<file path="config.mk">
export PLATFORM = sky130hd
export DESIGN_NAME = imu_front
export DESIGN_NICKNAME = d
export VERILOG_FILES = /design/src/rtl/core/imu_pkg.sv /design/src/rtl/core/imu_front.sv
export SDC_FILE = /design/constraint.sdc
export NUM_CORES = 1
export LEC_CHECK = 0
export ABC_AREA = 1
export BUFFER_PORTS_ARGS = -buffer_cell sky130_fd_sc_hd__buf_4
export CORE_UTILIZATION = 26
export DETAILED_ROUTE_END_ITERATION = 6
export GPL_ROUTABILITY_DRIVEN = 0
export SETUP_SLACK_MARGIN = 0.02
export SYNTH_ARGS = -nofsm -noshare
export SYNTH_HDL_FRONTEND = slang
export SYNTH_SLANG_ARGS = --single-unit
</file>
<file path="constraint.sdc">
create_clock -name vclk -period 1.9
set_input_delay 0.19 -clock vclk [all_inputs]
set_output_delay 0.19 -clock vclk [all_outputs]
set_load 0.02 [all_outputs]
</file>
<file path="src/rtl/core/imu_pkg.sv">
package imu_pkg;

    localparam int DATA_W = 64;
    localparam int PADDR_W = 4;

    typedef enum logic [1:0] {
        REG_TRUNC  = 2'd0,
        REG_WIDTH  = 2'd1,
        REG_SIGNED = 2'd2
    } reg_idx_t;

    typedef enum logic [1:0] {
        WIDTH_8  = 2'd0,
        WIDTH_16 = 2'd1,
        WIDTH_32 = 2'd2,
        WIDTH_64 = 2'd3
    } width_code_t;

    // classified operation handed from front to back
    typedef struct packed {
        logic [DATA_W-1:0] mag_a;
        logic [DATA_W-1:0] mag_b;
        logic [DATA_W-1:0] b_ext;
        logic              neg_a;
        logic              neg_b;
        logic              sgn;
        logic              trunc;
        logic [1:0]        wcode;
        logic              dz;
        logic              last;
    } op_t;

endpackage

</file>
<file path="src/rtl/core/imu_front.sv">
module imu_front
    import imu_pkg::*;
#(
    parameter int MAX_WIDTH = 64
)(
    input  logic        trunc,
    input  logic [1:0]  wcode,
    input  logic        sgn,
    input  logic [DATA_W-1:0] a_raw,
    input  logic [DATA_W-1:0] b_raw,
    input  logic        last,
    output op_t         op
);

    logic [1:0]        wc_eff;
    logic [DATA_W-1:0] a_ext;
    logic [DATA_W-1:0] b_ext;

    function automatic logic [DATA_W-1:0] extend(input logic [DATA_W-1:0] v,
                                                  input logic [1:0] wc,
                                                  input logic s);
        logic [DATA_W-1:0] r;
        begin
            r = v;
            case (width_code_t'(wc))
                WIDTH_8:  r = {{(DATA_W-8){s & v[7]}}, v[7:0]};
                WIDTH_16: r = {{(DATA_W-16){s & v[15]}}, v[15:0]};
                WIDTH_32: r = {{(DATA_W-32){s & v[31]}}, v[31:0]};
                default:  r = v;
            endcase
            return r;
        end
    endfunction

    // clamp width to MAX_WIDTH
    always_comb
    begin
        wc_eff = wcode;
        if (MAX_WIDTH < 16)
            wc_eff = WIDTH_8;
        else if (MAX_WIDTH < 32 && wcode > WIDTH_16)
            wc_eff = WIDTH_16;
        else if (MAX_WIDTH < 64 && wcode > WIDTH_32)
            wc_eff = WIDTH_32;
    end

    assign a_ext = extend(a_raw, wc_eff, sgn);
    assign b_ext = extend(b_raw, wc_eff, sgn);

    always_comb
    begin
        op.neg_a = sgn & a_ext[DATA_W-1];
        op.neg_b = sgn & b_ext[DATA_W-1];
        op.mag_a = op.neg_a ? (DATA_W'(0) - a_ext) : a_ext;
        op.mag_b = op.neg_b ? (DATA_W'(0) - b_ext) : b_ext;
        op.b_ext = b_ext;
        op.sgn   = sgn;
        op.trunc = trunc;
        op.wcode = wc_eff;
        op.dz    = (b_ext == '0);
        op.last  = last;
    end

endmodule

</file>
* Word level (Yosys, flattened, before mapping)
Index checks and enable logic that the tools add are counted.
** Operators by class
- Add/subtract/negate cells :: 2
- Equal/unequal tests :: 2
- Multiplexer cells :: 4
- Bitwise operators :: 8
- Reductions and logical operators :: 2
** Operators by type and width (number)
- $pmux 64 s3 :: 2
- $mux 64 :: 2
- $sub 1x64->64 const A :: 2
- $logic_not 64->1 :: 1
- $and 1x1->1 :: 8
- $eq 2x1->1 const B :: 1
- $eq 2x2->1 const B :: 1
- $logic_not 2->1 :: 1
** Word-level totals
- Bits in registers :: 0
- Output and inout bits :: 200
- Word-level logic and storage cells :: 18

* Logic depth before layout (Yosys ltp)
- Depth in word-level cells :: 4
- Mapped depth :: 17
- Mapped depth without buffers :: 16

* Worst setup path after synthesis
No wires, ideal clock.
- Path type :: input to output
- From :: in sgn
- To :: out op[1] (netlist name)
- Arrival time :: 2.053 ns
- Path slack :: -0.343 ns
- Cell stages on the path :: 11
- Path buffers :: 2
- Cells stage by stage :: buf_2 nand2_1 inv_1 nand2_2 nand2_1 nor2_4 buf_4 o21ai_0 nor2_1 nand4_1 nor3_1
** RTL lines
- start, declared :: RTL line imu_front.sv:8 : input logic sgn,
- end, declared :: RTL line imu_front.sv:12 : output op_t op

==> key figures <==
Timing
  – RSZ-0062 raised after global routing: true
  – Least-Margin Pin Slew: 0.4048 ns
  – Final setup viols: 132
  – Max-slew violation count: 0
  – Final Hold Fails: 0
  – Max Freq: 413.2 MHz
  – Fin crit period: 2.420 ns
  – Slew margin rel.: 0.7292
  – Tcrit/Tclk final: 1.274
  – Final worst setup slack: -0.5200 ns

Placement
  – DP HPWL: 26800 um
  – Buffers on Ports: 329
  – Worst slack at placement: -0.6735 ns

Detailed routing
  – Via Count: 12240
  – Via density: 5.250
  – Routed len/inst: 18.74 um
  – Routed WL: 43690 um
  – 1st-pass router iterations: 6
  – Antenna-violating nets left: 0
  – Residual DRC count: 0
  – 1st-iter DRT viols: 983

Worst hold path
  – Worst hold stages: 0
  – Hold Crit Class: in2out
  – Min-delay src: last

Finish
  – Ratio of cells with drive above 1 in the final layout: 0.6774
  – Clk_buf instances: 0
  – Filler instances: 1624
  – Sequential cells: 0
  – # nets final: 2155
  – Reg area: 0 um^2
  – Layout Area Growth over Synthesis: 169.5%
  – Ant. Diodes: 0
  – Multi-input combinational cell area: 8330 um^2

Setup path
  – Nature of the critical path endpoint: output pin
  – CP max FO: 8
  – CP startpoint kind: input pin
  – CP arrival: 2.23 ns
  – Required @ worst endpoint: 1.71 ns
  – CP Class: in2out
  – Crit. Startpoint: wcode[0]

Synthesis
  – Most numerous cell in the Yosys netlist: nand2_1
  – Biggest area consumer among synthesized cells: nand2_1
  – Yosys warning count: 0
  – Synth Instances: 1305
  – Netlist Area Pre-Place: 6160 um^2
  – Yosys cell types: 34
  – Area contributors post-synth: nand2_1 (27%), nor2_1 (13%), nand3_1 (12%)
  – Syn_nets: 1440
  – Commonest cells post-synth: nand2_1 (449), nor2_1 (212), inv_1 (184)
  – Syn Area/Cell: 4.720 um^2
  – Yosys top cell area share: 0.2736
  – Sequential area share after synthesis: 0

GRT
  – GR Overflow Total: 0
  – Global Route Usage Sum: 0.2978
  – Global-route wire length before repair: 57830 um
  – Largest net degree at the start of global routing: 20
  – Initial antenna violation count: 0
  – Vias in the first global route: 11340

Floorplanning
  – DIE HEIGHT: 155.9 um
  – Die Area: 24310 um^2
  – Core footprint: 22920 um^2
  – Std-Cell Rows: 55
  – I/O pin cnt: 333
  – Width of the die: 155.9 um
  – Initial core utilization: 0.2688

Pwr
  – Post-route total power: 6.206 mW
  – Combinational group share of total power: 1.000
  – Sw Pwr: 3.380 mW
  – Peak VDD IR: 263.5 uV
  – Sequential power share: 0
  – P_int: 2.826 mW
  – Clock Power Share: 0
  – Power Dens Cells: 373.9 nW/um^2
  – Net Sw Frac: 0.5447
  – Pleak: 8.954 nW

Clock tree
  – Cts hold-fix bufs: 0

Job
  – Total of max-cap violations: 0

Outcome
  – Status: finished, violations left
  – Failing checks: negative setup slack
-- power groups by stage --
stage | combinational (mW) | clock [mW] | sequential (mW)
6_report | 6.21 | 0 | 0
2_1_floorplan | 2.50 | 0 | 0
3_5_place_dp | 4.53 | 0 | 0
3_3_place_gp | 4.51 | 0 | 0
5_1_grt | 6.52 | 0 | 0
4_1_cts | 5.44 | 0 | 0
-- path summary, 6_finish.rpt --
| check | end | slack, ns |
|---|---|---|
| setup / recovery | op[99] | -0.52 |
| hold / removal | op[0] | 0.38 |
-- repair_timing --
action / CTS / global route
cloned: 18 / 4
setup buffers: 69 / 48
pin swaps: 141 / 178
endpoints found under the setup margin: 133 / 131
resized for setup: 500 / 353
-- cells by family (layout without fill, tap and decap cells) --
kind of cell / Yosys count / after routing / share of synthesized area
XOR/XNOR: 86 / 86 / 0.1223
buffers and inverters: 254 / 965 / 0.1824
adder cells (fa/ha/maj): 2 / 2 / 0.004062
AND/OR/NAND/NOR: 912 / 914 / 0.6455
AO/OA/AOI/OAI: 51 / 51 / 0.04570
-- metal layers --
layer,routed length (um),vias up,track usage
li1,-,5468,-
met1,15260,5662,0.3364
met2,21640,830,0.5506
met3,3555,278,0.03306
met4,3242,0,0.1471
met5,0,-,0
-- cell type report --
| type | instances | share of cell area |
|---|---|---|
| multi-input combinational | 1053 | 0.5019 |
| timing repair inverter | 1 | 0.0005277 |
| timing repair buffer | 773 | 0.4264 |
| tap | 313 | 0.02359 |
| inverter | 191 | 0.04757 |
-- placed cells by master (no fill, tap or decap), types with 3 or more instances in the layout --
cell       netlist  layout
a21oi_2          3       4
a21oi_4          0       6
a31oi_4          0       3
buf_12           0      29
buf_16           0      10
buf_4           26     581
buf_6            4     141
buf_8            1       5
bufbuf_16        0       3
clkbuf_16        0       4
inv_1          184     136
inv_2            7      43
inv_4            0       6
nand2_1        449     297
nand2_2         13     104
nand2_4          2      56
nand2_8          0       8
nand3_1        142      43
nand3_2         15      58
nand3_4          0      56
nand3b_1         4       4
nand4_1         45      45
nor2_1         212      63
nor2_2          13      57
nor2_4           4     110
nor3_4           0       7
o21ai_0         23       4
o21ai_1          8       6
o21ai_2          0      19
xnor2_1         29      11
xnor2_2          0      16
xor2_1          57      35
xor2_2           0      17
xor2_4           0       5
-- worst max-delay path, stage by stage --
cell and delay [ns]:
buf_12 0.12, clkinv_8 0.07, nand2_8 0.10, nor2_4 0.08, buf_12 0.13, nor2_4 0.22
nand3_2 0.15, nor2_4 0.16, nand2_2 0.10, nor2_4 0.25, buf_4 0.17, nor2_2 0.04
a21oi_2 0.15, xnor2_2 0.14, buf_6 0.15
-- stage by stage --
step                      std cells  instance area [um^2]    util  TNS [ns]  hold WS [ns]
final                          2331                 16600  0.7243    -42.55        0.3800
after global routing           2331                 16600  0.7243    -53.60        0.3801
after CTS                      2289                 14830  0.6473    -26.87        0.3801
after detailed placement       2203                 11920  0.5203    -53.40        0.3801
after global placement         2203                 11920  0.5203    -48.32        0.3801
after floorplan                1305                  7041       -   -0.4866        0.4670
Power figures use the tool's default switching activity.
