## src/rtl/core/imu_pkg.sv

```systemverilog
package imu_pkg;

    localparam int DATA_W = 64;
    localparam int PADDR_W = 4;

    typedef enum logic [1:0] {
        REG_TRUNC  = 2'd0,
        REG_WIDTH  = 2'd1,
        REG_SIGNED = 2'd2
    } reg_idx_t;

    typedef enum logic [1:0] {
        WIDTH_8  = 2'd0,
        WIDTH_16 = 2'd1,
        WIDTH_32 = 2'd2,
        WIDTH_64 = 2'd3
    } width_code_t;

    // classified operation handed from front to back
    typedef struct packed {
        logic [DATA_W-1:0] mag_a;
        logic [DATA_W-1:0] mag_b;
        logic [DATA_W-1:0] b_ext;
        logic              neg_a;
        logic              neg_b;
        logic              sgn;
        logic              trunc;
        logic [1:0]        wcode;
        logic              dz;
        logic              last;
    } op_t;

endpackage

```

## src/rtl/core/imu_fifo.sv

```systemverilog
module imu_fifo
    import imu_pkg::*;
(
    input  logic clk,
    input  logic rst_n,
    input  logic wr_valid,
    output logic wr_ready,
    input  op_t  wr_data,
    output logic rd_valid,
    input  logic rd_ready,
    output op_t  rd_data
);

    op_t        mem_reg [2];
    logic       wptr_reg;
    logic       rptr_reg;
    logic [1:0] cnt_reg;
    logic       do_wr;
    logic       do_rd;

    assign wr_ready = (cnt_reg != 2'd2);
    assign rd_valid = (cnt_reg != 2'd0);
    assign rd_data  = mem_reg[rptr_reg];
    assign do_wr    = wr_valid & wr_ready;
    assign do_rd    = rd_valid & rd_ready;

    always_ff @(posedge clk)
    begin
        if (do_wr)
            mem_reg[wptr_reg] <= wr_data;
    end

    always_ff @(posedge clk or negedge rst_n)
    begin
        if (!rst_n)
        begin
            wptr_reg <= 1'b0;
            rptr_reg <= 1'b0;
            cnt_reg  <= 2'd0;
        end
        else
        begin
            if (do_wr)
                wptr_reg <= ~wptr_reg;
            if (do_rd)
                rptr_reg <= ~rptr_reg;
            cnt_reg <= cnt_reg + {1'b0, do_wr} - {1'b0, do_rd};
        end
    end

endmodule

```

## config.mk

```make
export PLATFORM = sky130hd
export DESIGN_NAME = imu_fifo
export DESIGN_NICKNAME = d
export VERILOG_FILES = /design/src/rtl/core/imu_pkg.sv /design/src/rtl/core/imu_fifo.sv
export SDC_FILE = /design/constraint.sdc
export NUM_CORES = 1
export LEC_CHECK = 0
export ABC_AREA = 1
export BUFFER_PORTS_ARGS = -buffer_cell sky130_fd_sc_hd__buf_2
export CAP_MARGIN = 20
export CORE_MARGIN = 3
export CORE_UTILIZATION = 52
export CTS_CLUSTER_SIZE = 28
export DETAILED_ROUTE_END_ITERATION = 8
export HOLD_SLACK_MARGIN = 0.05
export PLACE_DENSITY = 0.87
export SLEW_MARGIN = 30
export SYNTH_ARGS = -nofsm -noshare
export SYNTH_HDL_FRONTEND = slang
export SYNTH_SLANG_ARGS = --single-unit
```

## constraint.sdc

```tcl
create_clock -name clk -period 11.8 [get_ports clk]
set_clock_uncertainty 0.1 [all_clocks]
set_input_delay 2.36 -clock clk [delete_from_list [all_inputs] [get_ports clk]]
set_output_delay 2.36 -clock clk [all_outputs]
set_load 0.05 [all_outputs]
```

Yosys cells after proc, flatten, opt, wreduce, memory -nomap -nowiden

Memory sizes are Yosys's and may differ from the RTL's.
Index checks and enable logic that the tools add are counted.

Bits in registers: 4
Bits in writable memories: 400
Bits of input ports: 204
Word-level logic and storage cells: 14
Memories kept: 1

Add/sub/neg operators: 2
Eq/ne operators: 1
Muxes and demuxes: 2
Bitwise logic cells: 4
Reductions and logical operators: 1

Memory list:

| memory  | words | bits a word | rd ports | clocked after Yosys merged registers in | write ports | line           | text |
|---|---|---|---|---|---|---|---|
| mem_reg | 2     | 200         | 1        | 0                                       | 1           | imu_fifo.sv:14 | `op_t mem_reg [2];` |

Operators by type and width:

| operator                                     | count |
|---|---|
| 2-bit by 1-bit adder with 2-bit output       | 1 |
| 1-bit bitwise AND                            | 2 |
| 1-bit two-way mux                            | 2 |
| 2-bit inequality test, second input constant | 1 |
| 1-bit NOT                                    | 2 |
| 2-bit nonzero test                           | 1 |
| 2-bit by 1-bit subtractor with 2-bit output  | 1 |

Longest topological paths before layout

Gate-level depths: netlist (run 1).

Depth in word-level cells: 4
Gate-level depth with buffers: 10
Mapped depth without buffers: 10

Worst setup path after synthesis (run 1)

No wires, ideal clock.

Path type: input to register
From: input wr_valid
To: memory mem_reg[1][0] (netlist bit), enable pin
Library setup time: 0.764 ns
Data arrival time: 10.763 ns
Required time: 10.936 ns
Path slack: 0.173 ns
Cell stages on the path: 2
Buffers on the path: 0
Path through: nand2_1 nor2_1

Word-level cells in the longest chain between the ends: 3

RTL lines:

| element                                 | line           | text |
|---|---|---|
| start, declared                         | imu_fifo.sv:6  | `input logic wr_valid,` |
| 1-bit bitwise AND                       | imu_fifo.sv:24 | `assign do_wr = wr_valid & wr_ready;` |
| 1-bit two-way mux                       | imu_fifo.sv:29 | `if (do_wr)` |
| 1-bit two-way mux (not written as such) | imu_fifo.sv:30 | `mem_reg[wptr_reg] <= wr_data;` |
| end, declared                           | imu_fifo.sv:14 |  |

Every way passes these cells.

==> key figures, run 1 <==
Run status
  – Status: complete, no violations

Yosys
  – Synth cell types: 10
  – Most numerous cell in the Yosys netlist: nand2_1
  – Commonest cells post-synth: nand2_1, edfxtp_1, buf_2, inv_1, dfrtp_1
  – Main area contributors after synthesis: edfxtp_1, nand2_1, buf_2
  – Synth Register Bits: 404
  – Yosys Warn Count: 0
  – Post-Synthesis Cells: 1,076
  – Number of synthesized flops with an enable pin: 400
  – Area leader, netlist: edfxtp_1
  – Sequential-to-total area share from yosys stat: 82.3%
  – Synth top area share: 81.7%
  – Syn Std Cell Area: 14,700 sq um
  – Dominant synthesized flop cell: edfxtp_1
  – Asr flop ratio synth: 0.990%
  – Syn nets: 1,282
  – Post-synthesis area per instance: 13.7 sq um

Route
  – Wirelength, routed: 33.9 mm
  – Routed vias: 9,664
  – Vias per cell: 5.11
  – Routed wire per std cell: 17.9 microns
  – Iteration count of the initial detailed-routing pass: 5
  – DRC errors left: 0
  – DRT antenna net count: 0
  – Violation count after the first detailed-route iteration: 934

GRT
  – Global-route wire length before repair: 51.8 mm
  – Total global routing overflow: 0
  – Vias in the first global route: 9,747
  – Met2 usage: 37.5%
  – Met3 Track Usage GR: 6.60%
  – GRT Util Overall: 21.8%
  – Initial antenna violation count: 9
  – Largest net degree at the start of global routing: 139
  – Grt met1 use: 26.0%
  – Busiest grt layer: met2

Setup path
  – Startpoint class of the critical path: flip-flop
  – Crit path DAT: 2.94 ns
  – Critical path cell sequence: inv_8 > buf_4 > nand2_1 > nand2_1 > buf_2
  – Setup crit end kind: output pin
  – Worst r2r src: wptr_reg$_DFFE_PN0N_
  – Req. time, crit path: 9.34 ns
  – Largest stage delay on the critical path: 0.68 ns
  – Most used cell, CP: nand2_1
  – Reg2reg path depth: 4
  – Crit Path Class: reg2out
  – Worst Setup SP: rptr_reg$_DFFE_PN0P_
  – Slowest-stage cell, CP: buf_4
  – Number of cells on the critical path: 5
  – Worst path buffer plus inverter count: 3
  – CP top delay family: buffers and inverters
  – CP Max Fanout: 138

Final layout
  – Share of cells above drive strength 1: 30.6%
  – Area growth syn-to-layout: 24.3%
  – Number of flip-flops in the largest register: 400
  – Post-route cell area: 18,300 sq um
  – Core Util, Final: 66.7%
  – Fin nets: 1,691
  – Non-Filler Instances: 1,891
  – # fillers: 1,776

STA
  – Worst-margin pin slew: 0.909 ns
  – Final Hold Vio Count: 0
  – Max Slew Vio Count: 0
  – Unrepaired setup endpoints after global routing: false
  – Achievable Freq: 185 MHz
  – Final setup vio count: 0
  – Final TNS setup: 0 ns
  – Final period util: 45.8%
  – Final min period: 5.40 ns
  – Worst setup margin: 6.40 ns
  – Slew Limit Headroom: 39.4%

Place
  – Pre-CTS setup slack: 6.88 ns
  – DP HPWL: 22.5 mm
  – Post-DP Area: 17,100 sq um
  – Port bufs: 405
  – RePlAce Congestion: 0.806
  – Inst Count DP: 1,815

CTS
  – Sink Count: 404
  – Clk_lat worst skew: 0.50 ns
  – Clock transition at path regs: 0.05 ns
  – Post-CTS setup buffer count: 0
  – Max clock buf depth: 3
  – Cts bufs inserted: 40
  – CTS tree: yes
  – Post_cts resized: 0
  – CTS root buffer: clkbuf_16
  – Cts hold-fix bufs: 0
  – Max H-tree Level: 2

Power
  – Clock Power Share: 19.8%
  – Sequential power share: 35.6%
  – Leak: 0.00786 uW
  – Sw Ratio: 46.7%
  – Combinational share of power: 44.6%
  – Worst IR Drop VDD: 0.000289 V
  – Pwr dens: 314 nW/um^2
  – Switch Pwr: 2680 uW
  – Internal cell power: 3070 uW

Hold path
  – WHS Path Cells: 2
  – HP Class: reg2reg
  – Hold_sp: wptr_reg$_DFFE_PN0N_

Job
  – Max cap viols: 0

Floorplan
  – Io pins: 406
  – Full die area: 30,300 sq um
  – Width of the die: 174 microns
  – Num rows: 60
  – Initial Utilization: 53.7%
  – Die Ht: 174 microns
  – Core Box Area: 27,400 sq um
[area by class of cell]
class | instances | area [sq um] | area share (%)
Sequential cell | 404 | 12100 | 66.3
Multi-Input combinational cell | 619 | 2350 | 12.9
Timing Repair Buffer | 411 | 2110 | 11.6
Clock buffer | 52 | 1070 | 5.84
Tap cell | 372 | 465 | 2.55
Clock inverter | 16 | 104 | 0.568
Inverter | 9 | 48.8 | 0.267
Antenna cell | 8 | 20.0 | 0.109
[layout by cell type (no fill, tap or decap)]
master / netlist / routed
buf_2: 42 / 405
inv_1: 8 / 7
clkbuf_1: 2 / 11
nand2_1: 613 / 613
nor2_4: 0 / 1
edfxtp_1: 400 / 400
bufinv_16: 0 / 1
dfrtp_1: 4 / 3
ha_1: 2 / 2
clkinv_2: 0 / 2
clkinvlp_4: 0 / 4
buf_4: 0 / 2
buf_6: 0 / 2
clkinv_1: 0 / 9
inv_8: 0 / 2
diode_2: 0 / 8
buf_16: 0 / 1
buf_12: 0 / 1
nand3_1: 3 / 3
clkbuf_16: 0 / 41
dfrtp_4: 0 / 1
[through the flow]
| stage | hold WS (ns) | total power (uW) |
|---|---|---|
| floorplan | 0.342 | 4070 |
| global placement | 0.356 | 4590 |
| detailed placement | 0.375 | 4640 |
| CTS | 0.389 | 5780 |
| global route | 0.425 | 6000 |
| finish | 0.381 | 5750 |
[worst reg2reg max path, delay by kind of cell (launching register included)]
family	cells	cell delay (ns)
AND/OR/NAND/NOR	1	0.22
buffers and inverters	3	1.42
flip-flops	1	0.38
[power by group through the flow]
stage	registers, uW	clock network [uW]	logic, uW
3_5_place_dp	2070	0	2570
3_3_place_gp	2060	0	2530
2_1_floorplan	2130	0	1940
5_1_grt	2070	1220	2710
6_report	2050	1140	2560
4_1_cts	2050	1160	2580
[cell families (layout without fill, tap and decap cells)]
| kind of cell | count (synthesis) | in the layout | share of synthesized area, % |
|---|---|---|---|
| flip-flops | 404 | 404 | 82.3 |
| adder cells (fa/ha/maj) | 2 | 2 | 0.170 |
| buffers and inverters | 53 | 488 | 1.71 |
| AND/OR/NAND/NOR | 617 | 617 | 15.8 |
| other | 0 | 8 | 0 |
[metal layers]
layer	share of wire (%)	vias up
li1	-	4462
met1	35	4568
met2	51	548
met3	11	82
met4	3.3	4
met5	0.097	-
[path summary, 6_finish.rpt]
check	to	slack, ns
worst max-delay path	rd_data[142]	6.40
worst min-delay path	wptr_reg$_DFFE_PN0N_	0.38
worst max register to register	mem_reg[0][108]$_DFFE_PP_	9.24
worst min register to register	wptr_reg$_DFFE_PN0N_	0.38
max in group asynchronous	rptr_reg$_DFFE_PN0P_	9.89
min in group asynchronous	rptr_reg$_DFFE_PN0P_	1.56
No activity file was read; power rests on OpenSTA's default activity.
==> run 2, diff against run 1 <==
- ABC_AREA: 1 -> 0
- CORE_UTILIZATION: 52 -> 47
- PLACE_DENSITY: 0.87 -> 0.84
- clock period: 11.8 -> 4.5 ns (I/O delays scaled with it)
==> run 2 against run 1 <==
Against the previous run: total power rose to 2.5 times the previous value; highest routed layer unchanged; largest power group unchanged; synthesized area about the same; wire length fell by 8.4%; sequential share of layout area down 0.53 points; via count is 21% lower; utilization decreased by 6.8 points; die area grew 10%; sequential power grew to 2.6 times the previous value.
==> key figures, run 2 <==
Run status
  – Status: complete, no violations

Yosys
  – Dominant synthesized flop cell: edfxtp_1
  – Asr flop ratio synth: 0.990%
  – Main area contributors after synthesis: edfxtp_1, mux2_2, buf_6
  – Synth cell types: 15
  – Sequential-to-total area share from yosys stat: 82.4%
  – Yosys Warn Count: 0
  – Most numerous cell in the Yosys netlist: edfxtp_1
  – Post-synthesis area per instance: 23.0 sq um
  – Synth top area share: 81.7%
  – Syn Std Cell Area: 14,700 sq um
  – Area leader, netlist: edfxtp_1
  – Post-Synthesis Cells: 639
  – Synth Register Bits: 404
  – Number of synthesized flops with an enable pin: 400
  – Syn nets: 845
  – Commonest cells post-synth: edfxtp_1, mux2_2, buf_6, dfrtp_1, xnor2_1

STA
  – Final min period: 3.45 ns
  – Worst-margin pin slew: 0.925 ns
  – Final setup vio count: 0
  – Final TNS setup: 0 ns
  – Max Slew Vio Count: 0
  – Unrepaired setup endpoints after global routing: false
  – Final Hold Vio Count: 0
  – Achievable Freq: 290 MHz
  – Slew Limit Headroom: 38.4%
  – Final period util: 76.6%

Floorplan
  – Core Box Area: 30,700 sq um
  – Num rows: 64
  – Initial Utilization: 47.8%
  – Io pins: 406
  – Full die area: 33,400 sq um
  – Die Ht: 183 microns
  – Width of the die: 183 microns

CTS
  – Post-CTS setup buffer count: 0
  – Cts hold-fix bufs: 0
  – Sink Count: 404
  – Clock transition at path regs: 0.06 ns
  – CTS root buffer: clkbuf_16
  – Max clock buf depth: 3
  – Clk_lat worst skew: 0.50 ns
  – CTS tree: yes
  – Max H-tree Level: 2
  – Post_cts resized: 0
  – Cts bufs inserted: 40

Final layout
  – Multi-input logic area: 2360 sq um
  – Fin nets: 1,280
  – Most frequent cells in the layout: buf_2, edfxtp_1, mux2_2
  – Number of flip-flops in the largest register: 400
  – # fillers: 2,224
  – Core Util, Final: 59.9%
  – Most common cell after layout, fill and taps aside: buf_2
  – Share of cells above drive strength 1: 61.2%
  – Register area: 12,100 sq um
  – Non-Filler Instances: 1,498
  – Post-route cell area: 18,400 sq um
  – Area growth syn-to-layout: 25.3%

Route
  – Violation count after the first detailed-route iteration: 449
  – Routed wire per std cell: 20.7 microns
  – DRC errors left: 0
  – Wirelength, routed: 31.0 mm
  – Iteration count of the initial detailed-routing pass: 4
  – Routed vias: 7,639
  – DRT antenna net count: 0
  – Vias per cell: 5.10

Place
  – Port bufs: 405
  – DP HPWL: 21.0 mm
  – Post-DP Area: 17,100 sq um
  – RePlAce Congestion: 0.796
  – Inst Count DP: 1,428

GRT
  – GRT Util Overall: 17.9%
  – Initial antenna violation count: 3
  – Total global routing overflow: 0
  – Global-route wire length before repair: 46.0 mm
  – Vias in the first global route: 8,136
  – Largest net degree at the start of global routing: 81

Setup path
  – Startpoint class of the critical path: flip-flop
  – Setup crit end kind: output pin
  – Crit path DAT: 2.45 ns
  – Req. time, crit path: 3.50 ns
  – Crit Path Class: reg2out
  – Largest stage delay on the critical path: 0.87 ns
  – Reg2reg path depth: 4
  – Critical path cell sequence: buf_12 > mux2_2 > buf_2
  – Slowest-stage cell, CP: dfrtp_4
  – CP Max Fanout: 61

Power
  – Worst IR Drop VDD: 0.000633 V
  – Pwr dens: 794 nW/um^2
  – Leak: 0.00689 uW

Hold path
  – HP Class: in2async

Job
  – Max cap viols: 0
-- run 2: cell types whose count changed after synthesis, moves of 7 or more --
cell,before,now
buf_6,0,21
inv_1,8,1
nand2_1,613,1
buf_2,42,1
mux2_2,0,200
-- run 2: per-layer routing --
metal	vias to the layer above	wire length (microns)	global-route usage, %
li1	3431	-	-
met1	3799	11100	20.3
met2	344	16100	31.7
met3	59	3100	6.62
met4	6	723	5.42
met5	-	34	0
-- run 2: cell type report --
class                      instances  share of cell area, %
timing repair buffer             415                   11.7
antenna                            1                 0.0136
sequential                       404                   65.7
multi-input combinational        212                   12.8
clock inverter                    23                   1.36
clock buffer                      46                   5.67
inverter                           1                 0.0204
tap                              396                   2.69
-- run 2: per-stage QoR --
stage                     hold WS [ns]  setup WS (ns)  total power (uW)
after floorplan                  0.386         0.0147             10300
after global placement           0.400           1.60             11300
after detailed placement         0.410           1.60             11500
after CTS                       0.0632           1.04             14800
after global routing            0.0704          0.966             15200
final                           0.0884           1.05             14600
-- run 2: where the power goes --
group | leakage [uW] | switching, uW | total, uW | internal (uW)
registers | 0.00376 | 279 | 5430 | 5150
logic | 0.00249 | 4350 | 5920 | 1560
clock network | 0.000634 | 1280 | 3280 | 1990
total | 0.00689 | 5920 | 14600 | 8710
-- run 2: worst max-delay path, delay by kind of cell, from the launching register on --
family / cells / cell delay [ns]
buf+inv: 2 / 0.57
flops: 1 / 0.87
mux: 1 / 0.40
-- run 2: kinds of logic (layout without fill, tap and decap cells) --
group | Yosys count | in the layout | share of synthesized area, %
DFF | 404 | 404 | 82.4
muxes | 200 | 200 | 15.3
buffers and inverters | 23 | 485 | 1.67
and+or+nand+nor | 6 | 6 | 0.238
xor gates and xnor gates | 4 | 4 | 0.238
adders and majority gates | 2 | 2 | 0.170
other | 0 | 1 | 0
-- run 2: worst paths after layout --
kind	from	end	slack (ns)
min	rst_n	rptr_reg$_DFFE_PN0P_	0.09
max	rptr_reg$_DFFE_PN0P_	rd_data[128]	1.05
min in group clk	cnt_reg[0]$_DFF_PN0_	cnt_reg[0]$_DFF_PN0_	0.41
max reg2reg	cnt_reg[1]$_DFF_PN0_	mem_reg[0][189]$_DFFE_PP_	2.40
max in group asynchronous	rst_n	rptr_reg$_DFFE_PN0P_	4.08
min reg2reg	cnt_reg[0]$_DFF_PN0_	cnt_reg[0]$_DFF_PN0_	0.41
==> run 3, diff against run 2 <==
- clock period: 4.5 -> 3 ns (I/O delays scaled with it)
==> run 3 against run 2 <==
Against the previous run: critical endpoint is now rd_data[78]; register-to-register slack worse by 1.4 ns; critical path depth unchanged; utilization up 0.33 points; wire length down 0.32%; global-route usage down 0.076 points; combinational power up 54%; cell count up 1.1%; worst hold slack better by 0.074 ns; first-iteration DRC count down 0.22%; clock power up 45%; via count up 0.84%.
==> key figures, run 3 (same netlist as run 2, synthesis figures left out) <==
Setup path
  – Worst path buffer plus inverter count: 2
  – Startpoint class of the critical path: flip-flop
  – CP top delay family: flip-flops
  – Setup crit end kind: output pin
  – Crit path DAT: 2.18 ns
  – Critical path cell sequence: buf_12 > mux2_2 > buf_2
  – Worst r2r src: cnt_reg[1]$_DFF_PN0_
  – Crit Path Class: reg2out
  – Req. time, crit path: 2.30 ns
  – Slowest-stage cell, CP: dfrtp_4
  – Largest stage delay on the critical path: 0.72 ns
  – Worst Setup SP: rptr_reg$_DFFE_PN0P_
  – CP Max Fanout: 45

Route
  – DRT antenna net count: 0
  – Routed wire per std cell: 20.4 microns
  – Routed vias: 7,703
  – Vias per cell: 5.09
  – Iteration count of the initial detailed-routing pass: 6
  – Violation count after the first detailed-route iteration: 448
  – DRC errors left: 0
  – Wirelength, routed: 30.9 mm

Floorplan
  – Io pins: 406
  – Core Box Area: 30,700 sq um
  – Die Ht: 183 microns
  – Num rows: 64
  – Width of the die: 183 microns
  – Initial Utilization: 47.8%
  – Full die area: 33,400 sq um

STA
  – Final setup vio count: 0
  – Final period util: 96.2%
  – Unrepaired setup endpoints after global routing: false
  – Max Slew Vio Count: 0
  – Worst setup margin: 0.115 ns
  – Final Hold Vio Count: 0
  – Final TNS setup: 0 ns
  – Achievable Freq: 347 MHz
  – Worst-margin pin slew: 0.680 ns
  – Final min period: 2.88 ns
  – Slew Limit Headroom: 54.7%

Final layout
  – Non-Filler Instances: 1,514
  – Most common cell after layout, fill and taps aside: buf_2
  – Most frequent cells in the layout: buf_2, edfxtp_1, mux2_2
  – Post-route cell area: 18,500 sq um
  – # fillers: 2,195
  – Share of cells above drive strength 1: 61.3%
  – Core Util, Final: 60.3%
  – Area growth syn-to-layout: 26.0%
  – Number of flip-flops in the largest register: 400
  – Multi-input logic area: 2370 sq um
  – Register area: 12,100 sq um
  – Fin nets: 1,290

CTS
  – Cts hold-fix bufs: 1
  – CTS tree: yes
  – Sink Count: 404
  – Cts bufs inserted: 41
  – Max clock buf depth: 3
  – Clock transition at path regs: 0.07 ns
  – Post_cts resized: 0
  – CTS root buffer: clkbuf_16
  – Max H-tree Level: 2
  – Clk_lat worst skew: 0.52 ns
  – Post-CTS setup buffer count: 0

Place
  – RePlAce Congestion: 0.789
  – Port bufs: 405
  – DP HPWL: 21.1 mm
  – Pre-CTS setup slack: 0.644 ns
  – Post-DP Area: 17,300 sq um
  – Inst Count DP: 1,436

GRT
  – Initial antenna violation count: 7
  – Largest net degree at the start of global routing: 109
  – Total global routing overflow: 0
  – Global-route wire length before repair: 45.9 mm
  – GRT Util Overall: 17.8%
  – Vias in the first global route: 8,168

Hold path
  – Hold_sp: wr_data[49]
  – HP Class: in2reg

Power
  – Leak: 0.00693 uW
  – Worst IR Drop VDD: 0.000968 V
  – Pwr dens: 1190 nW/um^2

Job
  – Max cap viols: 0

Run status
  – Status: complete, no violations
run 3: area by class of cell:
class                      instances  share of cell area, %
antenna                            5                 0.0675
timing repair buffer             424                   12.3
inverter                           1                 0.0203
clock inverter                    18                  0.716
sequential                       404                   65.4
multi-input combinational        212                   12.8
tap                              396                   2.67
clock buffer                      54                   6.03
run 3: final timing paths:
kind	to	slack, ns	cells past startpoint
min in group asynchronous	cnt_reg[0]$_DFF_PN0_	0.35	2
setup / recovery	rd_data[78]	0.12	3
hold / removal	mem_reg[1][49]$_DFFE_PP_	0.16	1
setup reg to reg	cnt_reg[1]$_DFF_PN0_	0.99	7
max in group asynchronous	rptr_reg$_DFFE_PN0P_	2.31	2
hold reg to reg	cnt_reg[0]$_DFF_PN0_	0.42	1
run 3: through the flow:
stage | hold WS, ns | power, uW
after CTS | 0.126 | 22200
after detailed placement | 0.310 | 17400
after global routing | 0.140 | 22800
after floorplan | 0.204 | 15400
final | 0.162 | 22000
after global placement | 0.309 | 17200
run 3: worst reg2reg max path, cell delays in order, from the launching register on:
cell and delay (ns):
dfrtp_1 0.40, or2_2 0.35, and2_2 0.25, ha_1 0.28
inv_1 0.03, ha_1 0.17, xnor2_1 0.18, xnor2_1 0.15
run 3: report_power, final:
part	total (uW)	switching [uW]	leakage (uW)	internal, uW
clock	4740	1960	0.000613	2780
sequential	8100	385	0.00376	7720
combinational	9120	6630	0.00256	2490
run 3: per-layer routing:
layer / GRT usage (%) / wire length [microns] / vias to the layer above
met4: 7.25 / 1240 / 4
li1: - / - / 3460
met1: 20.3 / 11000 / 3756
met3: 6.64 / 3300 / 86
met2: 30.6 / 15300 / 397
met5: 0 / 27 / -
